### src/rtl/core/pose_frame_deframer_unit_macros.svh
// ----------------------------------------------------------------------------
// Pose frame deframer assertion macros
// Shared assertion forms for the deframer; clocked on clk_i, off in reset.
// ----------------------------------------------------------------------------
`ifndef POSE_FRAME_DEFRAMER_UNIT_MACROS_SVH
`define POSE_FRAME_DEFRAMER_UNIT_MACROS_SVH

// The consequent must hold in the same cycle as the antecedent.
`define PFD_ASSERT_SAME(label, ante, cons, msg) \
  label: assert property (@(posedge clk_i) disable iff (!rst_ni) (ante) |-> (cons)) \
    else $error(msg);

// The consequent must hold in the cycle after the antecedent.
`define PFD_ASSERT_NEXT(label, ante, cons, msg) \
  label: assert property (@(posedge clk_i) disable iff (!rst_ni) (ante) |=> (cons)) \
    else $error(msg);

`endif

### src/rtl/core/pfd_pkg.sv
// ----------------------------------------------------------------------------
// Pose frame deframer package
// Frame geometry, field widths and the types shared by the deframer modules.
// ----------------------------------------------------------------------------
`timescale 1ns / 1ps

package pfd_pkg;

  localparam int VALUE_COUNT     = 7;
  localparam int BYTES_PER_VALUE = 4;
  localparam int WORD_W          = 32;
  localparam int BYTE_W          = 8;
  localparam int WORD_BYTES      = VALUE_COUNT * BYTES_PER_VALUE;
  localparam int COUNT_MAX       = 31;
  localparam int COUNT_W         = 5;
  localparam int BSEL_W          = 2;
  localparam int IDX_W           = 3;
  localparam int OUT_DATA_W      = VALUE_COUNT * WORD_W;
  localparam int OUT_USER_W      = 3;

  localparam logic [WORD_W-1:0] SIGN_MASK = 32'h8000_0000;

  typedef struct packed {
    logic [VALUE_COUNT-1:0][WORD_W-1:0] words;
    logic                               checksum_ok;
  } frame_t;

  typedef struct packed {
    logic push;
    frame_t frame;
  } front_out_t;

  typedef struct packed {
    logic full;
    logic empty;
  } queue_status_t;

  function automatic logic is_nan(input logic [WORD_W-1:0] w);
    return (w[30:23] == 8'hFF) && (w[22:0] != 23'd0);
  endfunction

endpackage

### src/rtl/core/pfd_front.sv
// ----------------------------------------------------------------------------
// Pose frame deframer front end
// Takes bytes, assembles the seven words, counts and sums the burst and
// classifies each burst end as a frame or a drop.
// ----------------------------------------------------------------------------
`timescale 1ns / 1ps

module pfd_front
  import pfd_pkg::*;
(
  input  logic                  clk_i,
  input  logic                  rst_ni,
  input  logic                  accept_i,
  input  logic [BYTE_W-1:0]     byte_i,
  input  logic                  last_i,
  output front_out_t            front_o
);

  localparam logic [COUNT_W-1:0] WordBytes = COUNT_W'(WORD_BYTES);
  localparam logic [COUNT_W-1:0] CountMax  = COUNT_W'(COUNT_MAX);

  logic [VALUE_COUNT-1:0][WORD_W-1:0] word_q;
  logic [COUNT_W-1:0]                 count_q, count_d;
  logic [BYTE_W-1:0]                  sum_q, sum_d;
  logic                               in_words;
  logic [IDX_W-1:0]                   widx;
  logic [BSEL_W-1:0]                  bsel;

  assign in_words = (count_q < WordBytes);
  assign widx     = count_q[COUNT_W-1:BSEL_W];
  assign bsel     = count_q[BSEL_W-1:0];

  always_comb begin
    count_d = count_q;
    sum_d   = sum_q;
    if (accept_i) begin
      if (last_i) begin
        count_d = '0;
        sum_d   = '0;
      end else begin
        count_d = (count_q < CountMax) ? count_q + COUNT_W'(1) : CountMax;
        if (in_words) begin
          sum_d = sum_q + byte_i;
        end
      end
    end
  end

  always_ff @(posedge clk_i or negedge rst_ni) begin
    if (!rst_ni) begin
      count_q <= '0;
      sum_q   <= '0;
    end else begin
      count_q <= count_d;
      sum_q   <= sum_d;
    end
  end

  always_ff @(posedge clk_i) begin
    if (accept_i && in_words) begin
      word_q[widx][{bsel, 3'b000} +: BYTE_W] <= byte_i;
    end
  end

  assign front_o.push              = accept_i && last_i && (count_q == WordBytes);
  assign front_o.frame.words       = word_q;
  assign front_o.frame.checksum_ok = (sum_q == byte_i);

endmodule

### src/rtl/core/pfd_queue.sv
// ----------------------------------------------------------------------------
// Pose frame deframer queue
// Two-entry frame queue that decouples the front end from the result stage.
// ----------------------------------------------------------------------------
`timescale 1ns / 1ps

module pfd_queue
  import pfd_pkg::*;
(
  input  logic          clk_i,
  input  logic          rst_ni,
  input  front_out_t    front_i,
  input  logic          pop_i,
  output frame_t        head_o,
  output queue_status_t status_o
);

  frame_t     entry_q [2];
  logic       wr_ptr_q, rd_ptr_q;
  logic [1:0] fill_q;

  assign status_o.full  = (fill_q == 2'd2);
  assign status_o.empty = (fill_q == 2'd0);
  assign head_o         = entry_q[rd_ptr_q];

  always_ff @(posedge clk_i or negedge rst_ni) begin
    if (!rst_ni) begin
      wr_ptr_q <= 1'b0;
      rd_ptr_q <= 1'b0;
      fill_q   <= 2'd0;
    end else begin
      if (front_i.push) begin
        wr_ptr_q <= ~wr_ptr_q;
      end
      if (pop_i) begin
        rd_ptr_q <= ~rd_ptr_q;
      end
      if (front_i.push && !pop_i) begin
        fill_q <= fill_q + 2'd1;
      end else if (!front_i.push && pop_i) begin
        fill_q <= fill_q - 2'd1;
      end
    end
  end

  always_ff @(posedge clk_i) begin
    if (front_i.push) begin
      entry_q[wr_ptr_q] <= front_i.frame;
    end
  end

endmodule

### src/rtl/core/pfd_back.sv
// ----------------------------------------------------------------------------
// Pose frame deframer result stage
// Remaps the axes, checks for NaN words, marks the first frame and holds the
// result in the output register.
// ----------------------------------------------------------------------------
`timescale 1ns / 1ps

module pfd_back
  import pfd_pkg::*;
(
  input  logic                  clk_i,
  input  logic                  rst_ni,
  input  frame_t                head_i,
  input  queue_status_t         status_i,
  output logic                  pop_o,
  output logic                  valid_o,
  input  logic                  ready_i,
  output logic [OUT_DATA_W-1:0] data_o,
  output logic [OUT_USER_W-1:0] user_o
);

  logic                  valid_q;
  logic                  ref_set_q;
  logic [OUT_DATA_W-1:0] data_q, data_d;
  logic [OUT_USER_W-1:0] user_q, user_d;
  logic                  nums;

  assign pop_o = !status_i.empty && (!valid_q || ready_i);

  always_comb begin
    nums = 1'b1;
    for (int i = 0; i < VALUE_COUNT; i++) begin
      if (is_nan(head_i.words[i])) begin
        nums = 1'b0;
      end
    end
    data_d = {head_i.words[4],
              head_i.words[3] ^ SIGN_MASK,
              head_i.words[5] ^ SIGN_MASK,
              head_i.words[6],
              head_i.words[1],
              head_i.words[0] ^ SIGN_MASK,
              head_i.words[2] ^ SIGN_MASK};
    user_d = {!ref_set_q, nums, head_i.checksum_ok};
  end

  always_ff @(posedge clk_i or negedge rst_ni) begin
    if (!rst_ni) begin
      valid_q   <= 1'b0;
      ref_set_q <= 1'b0;
    end else begin
      if (pop_o) begin
        valid_q   <= 1'b1;
        ref_set_q <= 1'b1;
      end else if (ready_i) begin
        valid_q <= 1'b0;
      end
    end
  end

  always_ff @(posedge clk_i) begin
    if (pop_o) begin
      data_q <= data_d;
      user_q <= user_d;
    end
  end

  assign valid_o = valid_q;
  assign data_o  = data_q;
  assign user_o  = user_q;

endmodule

### src/rtl/core/pose_frame_deframer_unit.sv
// ----------------------------------------------------------------------------
// Pose frame deframer
// Turns a byte stream cut into read bursts into pose results.
// ----------------------------------------------------------------------------
// Channel   Dir  Word                 Fields (lowest bit first)
// s_axis    in   one byte             tdata: data_byte; tlast: burst_end
// m_axis    out  one pose result      tdata: pos_x, pos_y, pos_z, quat_w,
//                                     quat_x, quat_y, quat_z;
//                                     tuser: checksum_ok, all_numbers, first_pose
//
// One byte is taken every cycle unless the input is stalled. A result is
// offered once the last byte of a 29-byte burst has passed the two-entry
// frame queue and then the output register. Reset clears all control state
// at once; no clearing pass follows. The input stalls only while both queue
// entries hold frames that the output side has not yet taken.
// ----------------------------------------------------------------------------
`timescale 1ns / 1ps
`include "pose_frame_deframer_unit_macros.svh"

module pose_frame_deframer_unit
  import pfd_pkg::*;
(
  input  logic                  clk_i,
  input  logic                  rst_ni,
  input  logic                  s_axis_tvalid_i,
  output logic                  s_axis_tready_o,
  input  logic [BYTE_W-1:0]     s_axis_tdata_i,   // data_byte
  input  logic                  s_axis_tlast_i,   // burst_end
  output logic                  m_axis_tvalid_o,
  input  logic                  m_axis_tready_i,
  output logic [OUT_DATA_W-1:0] m_axis_tdata_o,   // pos_x..z, quat_w, quat_x..z
  output logic [OUT_USER_W-1:0] m_axis_tuser_o    // checksum_ok, all_numbers, first_pose
);

  logic          accept;
  logic          pop;
  front_out_t    front;
  frame_t        head;
  queue_status_t status;
  logic          first_taken;
  logic          first_shown;

  assign s_axis_tready_o = !status.full;
  assign accept          = s_axis_tvalid_i && s_axis_tready_o;
  assign first_shown     = m_axis_tvalid_o && m_axis_tuser_o[2];
  assign first_taken     = first_shown && m_axis_tready_i;

  pfd_front u_front (
    .clk_i    (clk_i),
    .rst_ni   (rst_ni),
    .accept_i (accept),
    .byte_i   (s_axis_tdata_i),
    .last_i   (s_axis_tlast_i),
    .front_o  (front)
  );

  pfd_queue u_queue (
    .clk_i    (clk_i),
    .rst_ni   (rst_ni),
    .front_i  (front),
    .pop_i    (pop),
    .head_o   (head),
    .status_o (status)
  );

  pfd_back u_back (
    .clk_i    (clk_i),
    .rst_ni   (rst_ni),
    .head_i   (head),
    .status_i (status),
    .pop_o    (pop),
    .valid_o  (m_axis_tvalid_o),
    .ready_i  (m_axis_tready_i),
    .data_o   (m_axis_tdata_o),
    .user_o   (m_axis_tuser_o)
  );

  `PFD_ASSERT_SAME(a_push_has_room, front.push, !status.full, "Frame pushed into a full queue")
  `PFD_ASSERT_SAME(a_pop_not_empty, pop, !status.empty, "Frame popped from an empty queue")
  `PFD_ASSERT_NEXT(a_pop_shows_result, pop, m_axis_tvalid_o, "Popped frame not offered")
  `PFD_ASSERT_NEXT(a_first_once, first_taken, !first_shown, "First frame flag seen twice")

endmodule

### config.mk
export PLATFORM = sky130hd
export DESIGN_NAME = pose_frame_deframer_unit
export DESIGN_NICKNAME = d
export VERILOG_FILES = /design/src/rtl/core/pfd_pkg.sv /design/src/rtl/core/pfd_front.sv /design/src/rtl/core/pfd_queue.sv /design/src/rtl/core/pfd_back.sv /design/src/rtl/core/pose_frame_deframer_unit.sv
export VERILOG_INCLUDE_DIRS = /design/src /design/src/rtl/core
export SDC_FILE = /design/constraint.sdc
export NUM_CORES = 1
export LEC_CHECK = 0
export BUFFER_PORTS_ARGS = -buffer_cell sky130_fd_sc_hd__buf_2
export CAP_MARGIN = 0
export CORE_MARGIN = 8
export CORE_UTILIZATION = 60
export CTS_CLUSTER_DIAMETER = 100
export DETAILED_ROUTE_END_ITERATION = 10
export PLACE_DENSITY = 0.76
export RECOVER_POWER = 25
export SYNTH_ARGS = -nofsm -noshare
export SYNTH_HDL_FRONTEND = slang
export SYNTH_SLANG_ARGS = --single-unit
### constraint.sdc
create_clock -name clk_i -period 20.7 [get_ports clk_i]
set_input_delay 3.105 -clock clk_i [delete_from_list [all_inputs] [get_ports clk_i]]
set_output_delay 3.105 -clock clk_i [all_outputs]
set_load 0.02 [all_outputs]
# Word level (Yosys, flattened, before mapping)
# Memory sizes are Yosys's and may differ from the RTL's.
# Index checks and enable logic that the tools add are counted.
# W data, S select, Z words.
# word_totals
memories	1
mem_bits_ro	0
ram_bits	450
inputBits	13
elab_cells	94
latchBits	0
register_bits	470
output_inout_bits	229
# memory_table
name	words	word_bits	read_ports	rd_clocked_by_memory_dff	wr	line	text
u_queue.entry_q	2	225	1	0	1	pfd_queue.sv:18	frame_t entry_q [2];
# op_classes
mul	0
div_mod_pow	0
add_sub_neg	5
n_reduce_logical	35
n_shift	2
muxes	14
magnitude_cmp	4
n_eq_ne	10
bitwise	6
# op_table
op	n
$bwmux W224	1
$reduce_bool A23 Y1	7
$demux W32 S3	1
$eq A8 B8 Y1 const B	7
$mux W32	1
$shift A8 B7 Y32 const A	1
$shiftx A8 B7 Y32	1
$mux W8	2
$logic_and A1 B1 Y1	15
$lt A5 B5 Y1 const B	2
$mux W5	2
$add A8 B8 Y8	1
$eq A8 B8 Y1	1
$neg A5 Y7	1
$logic_not A1 Y1	6
$not A1 Y1	6
$reduce_bool A2 Y1	3
$reduce_or A6 Y1	1
$add A5 B1 Y5 const B	1
$eq A5 B5 Y1 const B	1
$mux W1	5
$lt A3 B4 Y1 const B	1
$mux W2	2
$ge A3 B1 Y1 const B	1
other kinds (6)	6

# Logic depth before layout (Yosys ltp)
# depth
word_depth	9
depth_mapped	9
ltp_nobuf	9

# By module
# Synthesis repeated with hierarchy kept, for this count alone.
# hier_totals
hier_cells	1463
hier_area_um2	32638.8
# by_module_without_submodules
mod	seq_area_each_um2	cells_per_inst	area_per_inst_um2	instances
pfd_queue	13613.1	716	16990.0	1
pfd_front	7051.8	420	8192.9	1
pfd_back	6866.6	325	7445.9	1
pose_frame_deframer_unit	0.0	2	10.0	1

# Worst setup path after synthesis
# Ideal clock, no wire load.
# synth_path
path_kind	in2reg
from	input m_axis_tready_i
to	register u_queue.fill_q[1]
setup_ps	79
path_slack_ps	4771
t_arrival_ps	15850
required_ps	20621
n_path_buf	0
cell_stages	7
cell_sequence	inv_1 > a21oi_1 > inv_1 > ha_1 > xor2_1 > nor2_1 > xor2_1
# synth_via
elab_chain_len	5
elab_cells_between_ends	7
cone_classes	mux: 1; reduce/logical: 6
# synth_lines
item	line	text
start, declared	pose_frame_deframer_unit.sv:30	input logic m_axis_tready_i,
$logic_or A1 B1 Y1 (*)	pfd_back.sv:28	assign pop_o = !status_i.empty && (!valid_q || ready_i);
$logic_and A1 B1 Y1 (*)	pfd_back.sv:28	
net pop	pose_frame_deframer_unit.sv:36	logic pop;
$logic_not A1 Y1	pfd_queue.sv:38	if (front_i.push && !pop_i) begin
$logic_and A1 B1 Y1	pfd_queue.sv:38	
$mux W2 / $reduce_bool A2 Y1 (equally long branches)	n/a	
end signal, assigned	pfd_queue.sv:39	fill_q <= fill_q + 2'd1;
end signal, assigned	pfd_queue.sv:41	fill_q <= fill_q - 2'd1;
end, declared	pfd_queue.sv:20	logic [1:0] fill_q;
# Mark *: on every way through the listed nets, which the timed path passes. The rest lies on a longest branch.
# A chain may end at the register's enable or synchronous reset.

==> impl_summary.txt <==
----------------------------------------------------
[STA]
  Final setup skew ... between 0.03 and 0.04 ns
  Slew headroom ... -57.4%
  Portion of the clock cycle consumed by the worst path in the final layout ... between 20 and 30%
  Final period demand of the worst path ... 5.58 ns
  Setup WS post-layout ... about 15 ns
  Final count of hold timing violations ... 0
  Slew at the pin closest to its max-slew limit ... 2.36 ns
  Maximum frequency from static timing analysis ... 179 MHz
  Fin. max-slew vios ... a little under 90
  Setup TNS Final ... 0 ns
  Number of setup violations in the final report ... 0
  Setup repair after global routing missed its margin ... false

[Synth]
  Simple-Gate Fraction of Synth Area ... about 3.6%
  Fraction of the mapped netlist area in compound gates ... 1.14%
  Share of synthesized area spent on multiplexers ... under 10%
  Post-synthesis sequential area ratio ... a little under nine tenths
  Async set-reset flop share out of synthesis ... about 2.1%
  Combinational family with the most area after synthesis ... multiplexers
  Seq cells post-synth ... 920
  Top area cells in the synthesized netlist ... edfxtp_1 84%, mux2_2 7.7%, dfrtp_1 1.5%
  Netlist cell types ... between 40 and 50
  Post-Synthesis Net Count ... around 1500
  Synth warnings ... 0
  Number of flops mapped to enable cells by yosys ... roughly 900
  Main synth FF type ... edfxtp_1
  Proportion of netlist area held by the largest area contributor ... between 80% and 90%
  Adder and majority cell fraction of the synthesized area ... less than 1%
  Mean instance size in the synthesized netlist ... 21.6 sq um
  Cell type contributing the most total cell area after synthesis ... edfxtp_1
  Top cells by instance count after synthesis ... 901 x edfxtp_1, 218 x mux2_2, 51 x nor2_1
  Synthesized-area fraction occupied by xor and xnor cells ... 0.273%
  Most used standard cell by instance count after synthesis ... edfxtp_1
  Synth Instances ... about 1500
  Cell area after technology mapping ... roughly 32000 sq um

[Min path]
  Hold/Removal Path Class ... flop to flop

[Global route]
  Antenna violations before repair ... 5
  Via count of the first global-routing pass ... between 10000 and 15000
  Global Route Usage Sum ... a little over a fifth
  First-pass GRT wire length ... 96900 um
  Largest net degree at the start of global routing ... 205
  Sum of overflow across all layers after global routing ... 0

[Floorplan]
  Core area ... between 50000 and 60000 sq um
  Starting Density ... between 60% and 70%
  Number of placed I/O pins ... approximately 240
  Die H ... about 250 um
  Core Rows ... 84
  Die X-Extent ... 247 um
  Full die area ... ~61000 sq um

[Detailed routing]
  1st-pass router iterations ... 7
  Iteration-0 DRC Markers ... 1522
  Wire length per cell after detailed routing ... 26.4 um
  Total via count after detailed routing ... ~15000
  Total detailed-routing wirelength ... 67100 um
  Number of nets with antenna violations after detailed routing ... 0
  Via density ... ~5.9
  Residual DRC count ... 0

[Setup path]
  Type of the worst setup path ... input port to flop
  Worst path buffer plus inverter count ... 3
  Critical path capture point type ... flop
  Critical path peak fanout ... about 160
  Max stage delay on crit path ... about 0.76 ns
  Worst-path cell chain ... buf_2 > nand2_1 > or2_2 > inv_1 > and2_4 > buf_12
  Register-to-register path setup slack ... approximately 15 ns
  Max stage delay cell, worst path ... and2_4
  Worst Path Required ... 20.92 ns
  Cell family with most CP delay ... simple AND/OR/NAND/NOR gates
  Sort of element at the start of the critical path ... input port
  Worst path arrival time ... slightly below 6 ns

[CTS]
  CTS tree ... built
  Number of instances resized during post-cts repair ... 0
  Setup repair bufs after CTS ... 0
  Clock buffer depth ... 3
  Clock latency on the worst-skew pair ... 0.63 ns
  Clock Pin Slew Worst Setup and Hold Paths ... approximately 0.06 ns
  Root Buffer Master ... clkbuf_16
  Number of buffers created by CTS ... 84
  CTS Hold Bufs ... 0
  Count of H-tree levels built during CTS ... 3
  Clock tree sinks ... between 900 and 1000

[Final layout]
  Layout-stage area growth over the synthesis result ... 14.8%
  Final cell count without fillers ... between 2000 and 3000
  Layout cell share with drive strength beyond 1 ... 29.2%
  Number of antenna cells inserted ... 0
  Fin nets ... about 1800

[Place]
  Detailed-placement wirelength estimate ... about 44000 um
  Placed Cells ... between 2000 and 2500
  Final GP Congestion ... 0.829
  DP Worst Slack ... 14.61 ns
  PortBufs ... 241

[Run status]
  Outcome ... complete, but fails checks
  Failing checks ... capacitance limit, slew limit

[Run]
  Reported max-cap violation count ... 2

[Pwr]
  VDD IR max ... about 0.074 mV
  PwrDens ... around 130 nW/um^2
  Total power ... just under 5 mW
  Leak Pwr ... 12.4 nW

----------------------------------------------------
## through the flow
step / hold WS [ns] / util [%] / cell area (sq um)
global route: 0.448 / 69.9 / 36800
global placement: 0.424 / 64.7 / 34100
CTS: 0.428 / 69.9 / 36800
detailed placement: 0.430 / 64.7 / 34100
finish: 0.433 / 69.9 / 36800
floorplan: 0.412 / - / 32100
## cell type report
| type | instances | area, sq um |
|---|---|---|
| flip-flops and latches | 920 | 27500 |
| well taps | 688 | 861 |
| clock inverters | 44 | 503 |
| repair buffers | 249 | 1290 |
| clock buffers | 106 | 2250 |
| fillers | 3027 | 15900 |
| inverters | 13 | 48.8 |
| multi-input cells | 520 | 4320 |
## cells by family after synthesis
| logic type | Yosys count |
|---|---|
| AOI/OAI and AO/OA | 54 |
| and+or+nand+nor | 218 |
| buffers and inverters | 46 |
| DFF | 920 |
| xor gates and xnor gates | 10 |
| adders and majority gates | 14 |
| muxes | 224 |
## state kept, by name, indices dropped and copies added, names as in the netlist
register          flops
u_queue.entry_q     450
u_back.data_o       224
u_front.front_o     224
u_front.sum_q         8
u_front.count_q       5
u_back.user_o         3
u_queue.fill_q        2
u_back.ref_set_q      1
u_back.valid_o        1
u_queue.rd_ptr_q      1
u_queue.wr_ptr_q      1
## worst reg2reg max path: stages (launching register included)
cell,delay [ns]
dfrtp_1,1.72
clkbuf_1,1.77
mux2_2,0.54
nand4_1,0.11
nor2_1,0.51
o21ai_0,0.18
and4_1,0.24
## path summary, 6_finish.rpt
kind,to,startpoint,depth (start not counted)
max,u_queue.entry_q[1][13]$_DFFE_PP_,s_axis_tvalid_i,6
min,u_queue.entry_q[0][194]$_DFFE_PP_,u_front.front_o[194]$_DFFE_PP_,0
max reg2reg,u_back.user_o[1]$_SDFFCE_PP0P_,u_queue.rd_ptr_q$_DFFE_PN0P_,6
min reg2reg,u_queue.entry_q[0][194]$_DFFE_PP_,u_front.front_o[194]$_DFFE_PP_,0
max in group asynchronous,u_front.sum_q[4]$_DFFE_PN0P_,rst_ni,1
min in group asynchronous,u_front.sum_q[6]$_DFFE_PN0P_,rst_ni,1
## layout by cell type, fill, tap and decap left out, types with 5 or more instances in the layout
master,netlist,layout
edfxtp_1,901,901
buf_2,20,241
mux2_2,218,166
clkbuf_16,0,87
mux2_1,0,53
nor2_1,51,50
nor4_1,40,40
and2_1,34,33
nand2_1,30,30
nand4_1,20,20
clkbuf_1,7,20
dfrtp_1,19,19
o21ai_0,16,16
nor3_1,15,15
inv_1,13,13
ha_1,13,13
clkinv_1,0,13
clkinv_2,0,12
a21oi_1,11,10
bufinv_16,0,10
nand3_1,8,8
xnor2_1,6,6
a22oi_1,6,6
and3_1,5,5
buf_4,1,5
## metal layers
metal	GRT usage, %	wire length (um)	part of all wire [%]	vias to the layer above
met5	0	0	0	-
met4	7.33	1550	2.3	0
met3	4.06	5580	8.3	98
met2	36.4	33900	51	744
met1	28.9	26100	39	7709
li1	-	-	-	6519
## report_power, final
part	leakage, nW	switching, mW	internal [mW]
Combinational	2.51	0.665	0.307
Clock	1.34	0.642	0.897
Sequential	8.53	0.0884	2.33
No activity file was read; power rests on OpenSTA's default activity.
